$ cat config.mk
export PLATFORM = sky130hd
export DESIGN_NAME = dda_line_rasterizer_core
export DESIGN_NICKNAME = d
export VERILOG_FILES = /design/src/sv/dlr_pkg.sv /design/src/sv/dda_line_rasterizer_core.sv /design/src/sv/dlr_div.sv
export VERILOG_INCLUDE_DIRS = /design/src /design/src/sv
export SDC_FILE = /design/constraint.sdc
export NUM_CORES = 1
export LEC_CHECK = 0
export ABC_CLOCK_PERIOD_IN_PS = 10200
export BUFFER_PORTS_ARGS = -buffer_cell sky130_fd_sc_hd__buf_2
export CAP_MARGIN = 40
export CORE_MARGIN = 2
export CORE_UTILIZATION = 60
export CTS_CLUSTER_DIAMETER = 30
export DETAILED_ROUTE_END_ITERATION = 12
export GPL_TIMING_DRIVEN = 0
export PLACE_DENSITY = 0.91
export RECOVER_POWER = 100
export SETUP_SLACK_MARGIN = 0.4
export SLEW_MARGIN = 5
export SYNTH_ARGS = -nofsm -noshare
export SYNTH_HDL_FRONTEND = slang
export SYNTH_SLANG_ARGS = --single-unit
$ cat constraint.sdc
create_clock -name i_clk -period 10.2 [get_ports i_clk]
set_input_delay 2.04 -clock i_clk [delete_from_list [all_inputs] [get_ports i_clk]]
set_output_delay 2.04 -clock i_clk [all_outputs]
set_load 0.005 [all_outputs]
$ cat src/sv/dda_line_rasterizer_core_assert.svh
// assertion macros for the dda line rasterizer
`ifndef DDA_LINE_RASTERIZER_CORE_ASSERT_SVH
`define DDA_LINE_RASTERIZER_CORE_ASSERT_SVH

// antecedent holds -> consequent holds in the same cycle
`define DLR_ASSERT_NOW(label, ante, cons, msg) \
    label: assert property (@(posedge i_clk) disable iff (!i_rst_n) \
        (ante) |-> (cons)) else $error(msg);

// antecedent holds -> consequent holds in the next cycle
`define DLR_ASSERT_NEXT(label, ante, cons, msg) \
    label: assert property (@(posedge i_clk) disable iff (!i_rst_n) \
        (ante) |=> (cons)) else $error(msg);

`endif

$ cat src/sv/dlr_pkg.sv
// shared types and codes for the dda line rasterizer
`timescale 1ns / 1ps

package dlr_pkg;

    localparam int COLOR_BITS = 24;

    localparam logic REQ_START = 1'b0;
    localparam logic REQ_STEP  = 1'b1;

    typedef enum logic [1:0] {
        ST_IDLE,
        ST_DIV_X,
        ST_DIV_Y
    } t_state;

    typedef struct packed {
        logic busy;
        logic done;
    } t_div_stat;

endpackage

$ cat src/sv/dda_line_rasterizer_core.sv
// dda line rasterizer: a start request emits the first pixel in the next cycle; then,
// unless the line has zero length, the block is busy while one shared
// bit-serial divider works out the x and then the y increment.
// step requests run one per cycle into the output register while idle and not stalled.
// reset is synchronous, active low: idle, no line active, output empty.
`timescale 1ns / 1ps

`include "dda_line_rasterizer_core_assert.svh"

module dda_line_rasterizer_core
    import dlr_pkg::*;
#(
    parameter int COORD_BITS = 12,
    parameter int FRAC_BITS  = 16
) (
    input  logic                i_clk,
    input  logic                i_rst_n,
    input  logic                s_axis_tvalid,
    output logic                s_axis_tready,
    // start_x, start_y, end_x, end_y, line_color, zero padding
    input  logic [((4*COORD_BITS+COLOR_BITS+7)/8)*8-1:0] s_axis_tdata,
    // req_type
    input  logic                s_axis_tuser,
    output logic                m_axis_tvalid,
    input  logic                m_axis_tready,
    // pixel_x, pixel_y, pixel_color, zero padding
    output logic [((2*COORD_BITS+COLOR_BITS+7)/8)*8-1:0] m_axis_tdata,
    // last_pixel
    output logic                m_axis_tlast
);

    localparam int ACC_W  = COORD_BITS + FRAC_BITS;
    localparam int STEP_W = FRAC_BITS + 2;

    t_state                r_state, n_state;
    logic                  r_active, n_active;
    logic [ACC_W-1:0]      r_acc_x, n_acc_x;
    logic [ACC_W-1:0]      r_acc_y, n_acc_y;
    logic [STEP_W-1:0]     r_step_x, n_step_x;
    logic [STEP_W-1:0]     r_step_y, n_step_y;
    logic [COORD_BITS-1:0] r_left, n_left;
    logic [COLOR_BITS-1:0] r_color, n_color;
    logic [COORD_BITS-1:0] r_ady, n_ady;
    logic [COORD_BITS-1:0] r_steps, n_steps;
    logic                  r_neg_x, n_neg_x;
    logic                  r_neg_y, n_neg_y;
    logic                  r_out_valid, n_out_valid;
    logic [COORD_BITS-1:0] r_out_x, n_out_x;
    logic [COORD_BITS-1:0] r_out_y, n_out_y;
    logic                  r_out_last, n_out_last;

    logic                  w_accept;
    logic [COORD_BITS-1:0] w_sx, w_sy, w_ex, w_ey;
    logic [COORD_BITS-1:0] w_adx, w_ady, w_steps;
    logic [ACC_W-1:0]      w_next_x, w_next_y;
    logic [STEP_W-1:0]     w_step_mag, w_step_val;
    logic [COORD_BITS-1:0] w_left_dec;

    logic                  w_div_start;
    logic [COORD_BITS-1:0] w_div_num, w_div_den;
    logic [FRAC_BITS:0]    w_quo;
    t_div_stat             w_div_stat;

    dlr_div #(
        .COORD_BITS(COORD_BITS),
        .FRAC_BITS (FRAC_BITS)
    ) u_div (
        .i_clk  (i_clk),
        .i_rst_n(i_rst_n),
        .i_start(w_div_start),
        .i_num  (w_div_num),
        .i_den  (w_div_den),
        .o_quo  (w_quo),
        .o_stat (w_div_stat)
    );

    assign s_axis_tready = (r_state == ST_IDLE) && (!r_out_valid || m_axis_tready);
    assign w_accept      = s_axis_tvalid && s_axis_tready;

    always_comb begin
        w_sx = s_axis_tdata[COORD_BITS-1:0];
        w_sy = s_axis_tdata[2*COORD_BITS-1:COORD_BITS];
        w_ex = s_axis_tdata[3*COORD_BITS-1:2*COORD_BITS];
        w_ey = s_axis_tdata[4*COORD_BITS-1:3*COORD_BITS];
        w_adx   = (w_ex >= w_sx) ? w_ex - w_sx : w_sx - w_ex;
        w_ady   = (w_ey >= w_sy) ? w_ey - w_sy : w_sy - w_ey;
        w_steps = (w_adx > w_ady) ? w_adx : w_ady;
        w_next_x = r_acc_x + {{(ACC_W-STEP_W){r_step_x[STEP_W-1]}}, r_step_x};
        w_next_y = r_acc_y + {{(ACC_W-STEP_W){r_step_y[STEP_W-1]}}, r_step_y};
        w_left_dec = r_left - 1'b1;
        // apply the axis sign to the quotient magnitude
        w_step_mag = {1'b0, w_quo};
        if ((r_state == ST_DIV_X) ? r_neg_x : r_neg_y) begin
            w_step_val = -w_step_mag;
        end else begin
            w_step_val = w_step_mag;
        end
    end

    always_comb begin
        n_state     = r_state;
        n_active    = r_active;
        n_acc_x     = r_acc_x;
        n_acc_y     = r_acc_y;
        n_step_x    = r_step_x;
        n_step_y    = r_step_y;
        n_left      = r_left;
        n_color     = r_color;
        n_ady       = r_ady;
        n_steps     = r_steps;
        n_neg_x     = r_neg_x;
        n_neg_y     = r_neg_y;
        n_out_valid = r_out_valid && !m_axis_tready;
        n_out_x     = r_out_x;
        n_out_y     = r_out_y;
        n_out_last  = r_out_last;
        w_div_start = 1'b0;
        w_div_num   = r_ady;
        w_div_den   = r_steps;

        case (r_state)
            ST_IDLE: begin
                if (w_accept) begin
                    if (s_axis_tuser == REQ_START) begin
                        n_color     = s_axis_tdata[4*COORD_BITS+COLOR_BITS-1:4*COORD_BITS];
                        n_acc_x     = {w_sx, {FRAC_BITS{1'b0}}};
                        n_acc_y     = {w_sy, {FRAC_BITS{1'b0}}};
                        n_out_valid = 1'b1;
                        n_out_x     = w_sx;
                        n_out_y     = w_sy;
                        if (w_steps == '0) begin
                            // zero-length line: a single pixel, stays idle
                            n_step_x   = '0;
                            n_step_y   = '0;
                            n_left     = '0;
                            n_active   = 1'b0;
                            n_out_last = 1'b1;
                        end else begin
                            n_left      = w_steps;
                            n_active    = 1'b1;
                            n_out_last  = 1'b0;
                            n_ady       = w_ady;
                            n_steps     = w_steps;
                            n_neg_x     = w_ex < w_sx;
                            n_neg_y     = w_ey < w_sy;
                            w_div_start = 1'b1;
                            w_div_num   = w_adx;
                            w_div_den   = w_steps;
                            n_state     = ST_DIV_X;
                        end
                    end else if (r_active) begin
                        n_acc_x     = w_next_x;
                        n_acc_y     = w_next_y;
                        n_left      = w_left_dec;
                        n_active    = w_left_dec != '0;
                        n_out_valid = 1'b1;
                        n_out_x     = w_next_x[ACC_W-1:FRAC_BITS];
                        n_out_y     = w_next_y[ACC_W-1:FRAC_BITS];
                        n_out_last  = w_left_dec == '0;
                    end
                end
            end
            ST_DIV_X: begin
                if (w_div_stat.done) begin
                    n_step_x    = w_step_val;
                    w_div_start = 1'b1;
                    n_state     = ST_DIV_Y;
                end
            end
            ST_DIV_Y: begin
                if (w_div_stat.done) begin
                    n_step_y = w_step_val;
                    n_state  = ST_IDLE;
                end
            end
            default: begin
                n_state = ST_IDLE;
            end
        endcase
    end

    always_ff @(posedge i_clk) begin
        if (!i_rst_n) begin
            r_state     <= ST_IDLE;
            r_active    <= 1'b0;
            r_out_valid <= 1'b0;
        end else begin
            r_state     <= n_state;
            r_active    <= n_active;
            r_out_valid <= n_out_valid;
        end
    end

    always_ff @(posedge i_clk) begin
        r_acc_x    <= n_acc_x;
        r_acc_y    <= n_acc_y;
        r_step_x   <= n_step_x;
        r_step_y   <= n_step_y;
        r_left     <= n_left;
        r_color    <= n_color;
        r_ady      <= n_ady;
        r_steps    <= n_steps;
        r_neg_x    <= n_neg_x;
        r_neg_y    <= n_neg_y;
        r_out_x    <= n_out_x;
        r_out_y    <= n_out_y;
        r_out_last <= n_out_last;
    end

    always_comb begin
        m_axis_tdata = '0;
        m_axis_tdata[COORD_BITS-1:0]            = r_out_x;
        m_axis_tdata[2*COORD_BITS-1:COORD_BITS] = r_out_y;
        m_axis_tdata[2*COORD_BITS+COLOR_BITS-1:2*COORD_BITS] = r_color;
    end

    assign m_axis_tvalid = r_out_valid;
    assign m_axis_tlast  = r_out_last;

    `DLR_ASSERT_NOW(a_done_in_div, w_div_stat.done, (r_state == ST_DIV_X || r_state == ST_DIV_Y), "divider finished outside a divide state")
    `DLR_ASSERT_NOW(a_idle_div_free, (r_state == ST_IDLE), !w_div_stat.busy, "divider busy while idle")
    `DLR_ASSERT_NOW(a_active_left, r_active, (r_left != '0), "active line with no pixels left")
    `DLR_ASSERT_NEXT(a_start_busy, (w_accept && s_axis_tuser == REQ_START && r_state == ST_IDLE && w_steps != '0), (w_div_stat.busy && r_state == ST_DIV_X), "start did not launch the divider")

endmodule

$ cat src/sv/dlr_div.sv
// restoring divider, one quotient bit per cycle, for the per-axis increment
`timescale 1ns / 1ps

module dlr_div
    import dlr_pkg::*;
#(
    parameter int COORD_BITS = 12,
    parameter int FRAC_BITS  = 16
) (
    input  logic                  i_clk,
    input  logic                  i_rst_n,
    input  logic                  i_start,
    input  logic [COORD_BITS-1:0] i_num,
    input  logic [COORD_BITS-1:0] i_den,
    output logic [FRAC_BITS:0]    o_quo,
    output t_div_stat             o_stat
);

    localparam int CNT_W = $clog2(FRAC_BITS + 2);

    logic                  r_busy;
    logic                  r_done;
    logic [CNT_W-1:0]      r_cnt;
    logic [COORD_BITS-1:0] r_rem;
    logic [COORD_BITS-1:0] r_den;
    logic [FRAC_BITS:0]    r_num;
    logic [FRAC_BITS:0]    r_quo;

    logic [COORD_BITS:0]   w_trial;
    logic [COORD_BITS:0]   w_diff;
    logic                  w_ge;

    always_comb begin
        w_trial = {r_rem, r_num[FRAC_BITS]};
        w_ge    = w_trial >= {1'b0, r_den};
        w_diff  = w_trial - {1'b0, r_den};
    end

    always_ff @(posedge i_clk) begin
        if (!i_rst_n) begin
            r_busy <= 1'b0;
            r_done <= 1'b0;
            r_cnt  <= '0;
        end else begin
            r_done <= 1'b0;
            if (i_start) begin
                r_busy <= 1'b1;
                r_cnt  <= CNT_W'(FRAC_BITS + 1);
            end else if (r_busy) begin
                r_cnt <= r_cnt - 1'b1;
                if (r_cnt == CNT_W'(1)) begin
                    r_busy <= 1'b0;
                    r_done <= 1'b1;
                end
            end
        end
    end

    // quotient fits frac+1 bits since |d| <= steps, so the top of the
    // dividend starts in the remainder
    always_ff @(posedge i_clk) begin
        if (i_start) begin
            r_rem <= {1'b0, i_num[COORD_BITS-1:1]};
            r_num <= {i_num[0], {FRAC_BITS{1'b0}}};
            r_quo <= '0;
            r_den <= i_den;
        end else if (r_busy) begin
            r_rem <= w_ge ? w_diff[COORD_BITS-1:0] : w_trial[COORD_BITS-1:0];
            r_num <= {r_num[FRAC_BITS-1:0], 1'b0};
            r_quo <= {r_quo[FRAC_BITS-1:0], w_ge};
        end
    end

    assign o_quo       = r_quo;
    assign o_stat.busy = r_busy;
    assign o_stat.done = r_done;

endmodule

==> impl_metrics.yaml <==
logic_synthesis:
  synth.distinct_cells: 81
  syn_area_sq_um: 14730
  ys.flop_type: "edfxtp_1"
  synth_top_area_share_pct: 34.04
  synth_seq_cells: 208
  yosys_warnings: 0
  syn_nets: 1757
  synth_cells: 1544
  postSynth.asyncResetShare_pct: 0
  syn_area_per_cell_sq_um: 9.541
  synthTopCellsByArea: "edfxtp_1 (34%), ha_1 (11%), dfxtp_1 (5.6%), a21oi_1 (3.6%), nor2_1 (3.5%)"
  synth.yosys.seq_area_share_pct: 39.61
  synth_edf_count: 167
  yosysTopAreaCell: "edfxtp_1"
route:
  routed_via_density: 6.256
  ant_nets: 0
  drc: 0
  first_pass_iters: 5
  drt_iter0_drc: 1285
  wl_mm: 42.40
  vias: 13049
  wire_per_inst_um: 20.32
floorplan:
  start_util_pct: 60.93
  rows: 57
  ios: 128
  die-area_sq_um: 25820
  core-area_sq_um: 24180
  die_x_um: 160.7
  die_h_um: 160.7
critical_path:
  critPathRequiredTime_ps: 10430
  cp-start-kind: "primary input"
  crit_arrival_ps: 9500
  cp_max_fo: 17
  worstSetupPathType: "in -> reg"
  endpoint_kind: "flip-flop"
timing:
  setup_violations: 0
  hold_ws_ps: 457.9
  hold_viol_final: 0
  worst_pin_slew_ps: 1872
  min_period_ps: 9278
  final.setup_skew_ps: 19.75
  slew_headroom_pct: -24.81
  final_max_slew_viol_count: 43
  clock.fmax_ghz: 0.1078
  rsz0062_at_grt: "false"
  post-route-period-util_pct: 90.97
  final.setup.worst_slack_ps: 921.5
power:
  p_leak_nw: 7.339
  p_per_area_nw_per_um2: 205.9
  power_mw: 3.554
  seq_power_share_pct: 30.6
  p_int_mw: 2.398
  power_frac_clock_pct: 40.6
  irDropWorstVdd_mv: 0.1320
  swShare_pct: 32.52
  comb_power_share_pct: 28.8
  p_sw_mw: 1.156
placement:
  gp_congestion: 0.9596
  place_inst: 2003
  dp_slack_ps: 1100
  io_buffers: 127
  dp_hpwl_mm: 31.01
clock_network:
  cts.repair.resized: 0
  cts-hold-fix-buffers: 0
  htreeDepth: 2
  postCtsSetupRepairBufs: 0
  cts_made_buffers: 44
  root_buffer: "clkbuf_16"
  clock_latency_ps: 540
  cts_tree: "yes"
  clock_path_buffers: 3
  clk_pin_slew_ps: 50
  cts_sinks: 208
cells_and_area:
  fin_util_pct: 71.39
  finalNonFillerCells: 2086
  fin_nets: 1938
  drive_gt1_share_pct: 13.69
  fillCellCount: 1661
  areaGrowthSynthToFinish_pct: 17.16
min_path:
  min_path_type: "reg -> reg"
run_status:
  violations: "capacitance limit, slew limit"
  status: "finished with violations"
global_route:
  grt_pass1_wl_mm: 66.57
  grt.overflow.total: 0
  grt_max_degree: 26
  grt_pass1_vias: 13264
  antenna_found_initial: 2
  grt_use_total_pct: 32.32
run:
  maxCapViolations: 2
area by class of cell:
cell class                 instances  area [sq um]  share of cell area, %
antenna                            2         5.005                0.02900
buffer                            79         431.7                  2.501
clock buffer                      54          1224                  7.090
clock inverter                    27         291.5                  1.689
inverter                         121         454.2                  2.632
multi-input combinational       1136          7951                  46.07
sequential                       208          5836                  33.81
tap                              324         405.4                  2.349
timing repair buffer             135         660.6                  3.828
state kept, by name, summed over array words and instances, names as in the netlist:
signal and flops:
m_axis_tlast 1, r_left 12, m_axis_tvalid 1, r_color 24, r_step_y 18, u_div.o_quo 17, u_div.r_den 12, r_acc_y 28
u_div.r_busy 1, u_div.r_cnt 5, u_div.r_done 1, r_neg_y 1, r_steps 12, u_div.r_num 1, r_active 1, u_div.r_rem 12
r_state 2, r_neg_x 1, r_acc_x 28, r_step_x 18, r_ady 12
worst max-delay path: stages:
cell and delay, ps:
clkbuf_1 250, inv_1 80, ha_1 310, clkbuf_1 330, nand4_1 230, a211oi_1 310
a311o_1 310, inv_1 130, buf_6 160, nand2_1 340, mux2i_1 370, a2bb2o_1 350
a211oi_1 440, ha_1 330, and4_1 180, a221o_1 350, o21ai_0 680, clkbuf_1 450
o311ai_0 250, o32ai_1 310, nand4_4 270, o21ai_0 720, buf_8 270
stage by stage:
step / setup TNS, ps / instance area, sq um
detailed placement: 0 / 15930
finish: 0 / 17260
global placement: -5386 / 15770
global route: 0 / 17260
CTS: 0 / 17450
floorplan: 0 / 14730
power by group through the flow:
stage,logic [mW],registers (mW),clock network (mW)
floorplan,0.720,1.09,0
global placement,0.931,1.10,0
detailed placement,0.987,1.10,0
CTS,1.01,1.09,1.45
global route,1.11,1.10,1.49
finish,1.02,1.09,1.44
final timing paths:
check | depth (start not counted) | startpoint | slack, ps | end
max | 23 | s_axis_tdata[6] | 920 | r_step_x[16]
max reg2reg | 6 | m_axis_tvalid | 5420 | r_acc_y[17]
min reg2reg | 1 | r_steps[6] | 460 | r_steps[6]
min | 1 | r_steps[6] | 460 | r_steps[6]
cells in the final DEF (no fill, tap or decap), drive strengths merged, types with 29 or more instances in the layout:
master and n:
clkbuf 144, ha 129, xnor2 46, inv 127
a21o 29, nand3 30, edfxtp 167, nor3 57
nand2 97, o21ai 78, xor2 42, nor2 136
a21oi 107, dfxtp 41, buf 124, mux2i 46
synth_stat cells, drive strengths merged, types with 8 or more instances:
library cell	n
nor2b	25
nand4	14
mux2i	46
nand3	30
nand2	97
or2	10
nand2b	23
nor4	8
xor2	42
o21bai	10
or3	17
o211ai	14
dfxtp	41
ha	129
mux2	9
a211oi	25
nor2	136
o31ai	15
edfxtp	167
a21o	29
inv	120
o21ai	78
a221oi	12
nor3	57
and3	15
a21oi	107
xnor2	46
o22ai	9
a31oi	9
and2	13
o21a	22
buf	43
clkbuf	36
cell families after synthesis:
family	count (synthesis)	share of synthesized area (%)
XOR/XNOR	88	5.232
AO/OA/AOI/OAI	387	17.30
buffers and inverters	200	6.030
adder cells (fa/ha/maj)	136	11.91
multiplexers	55	3.813
flip-flops	208	39.61
AND/OR/NAND/NOR	470	16.10
layer usage:
| metal | routed length, um | global-route usage (%) | up-vias |
|---|---|---|---|
| met2 | 21200 | 57.52 | 695 |
| met3 | 3295 | 4.752 | 184 |
| met4 | 2346 | 17.98 | 0 |
| li1 | - | - | 5988 |
| met1 | 15560 | 37.46 | 6182 |
| met5 | 0 | 0 | - |
Power figures use the tool's default switching activity.
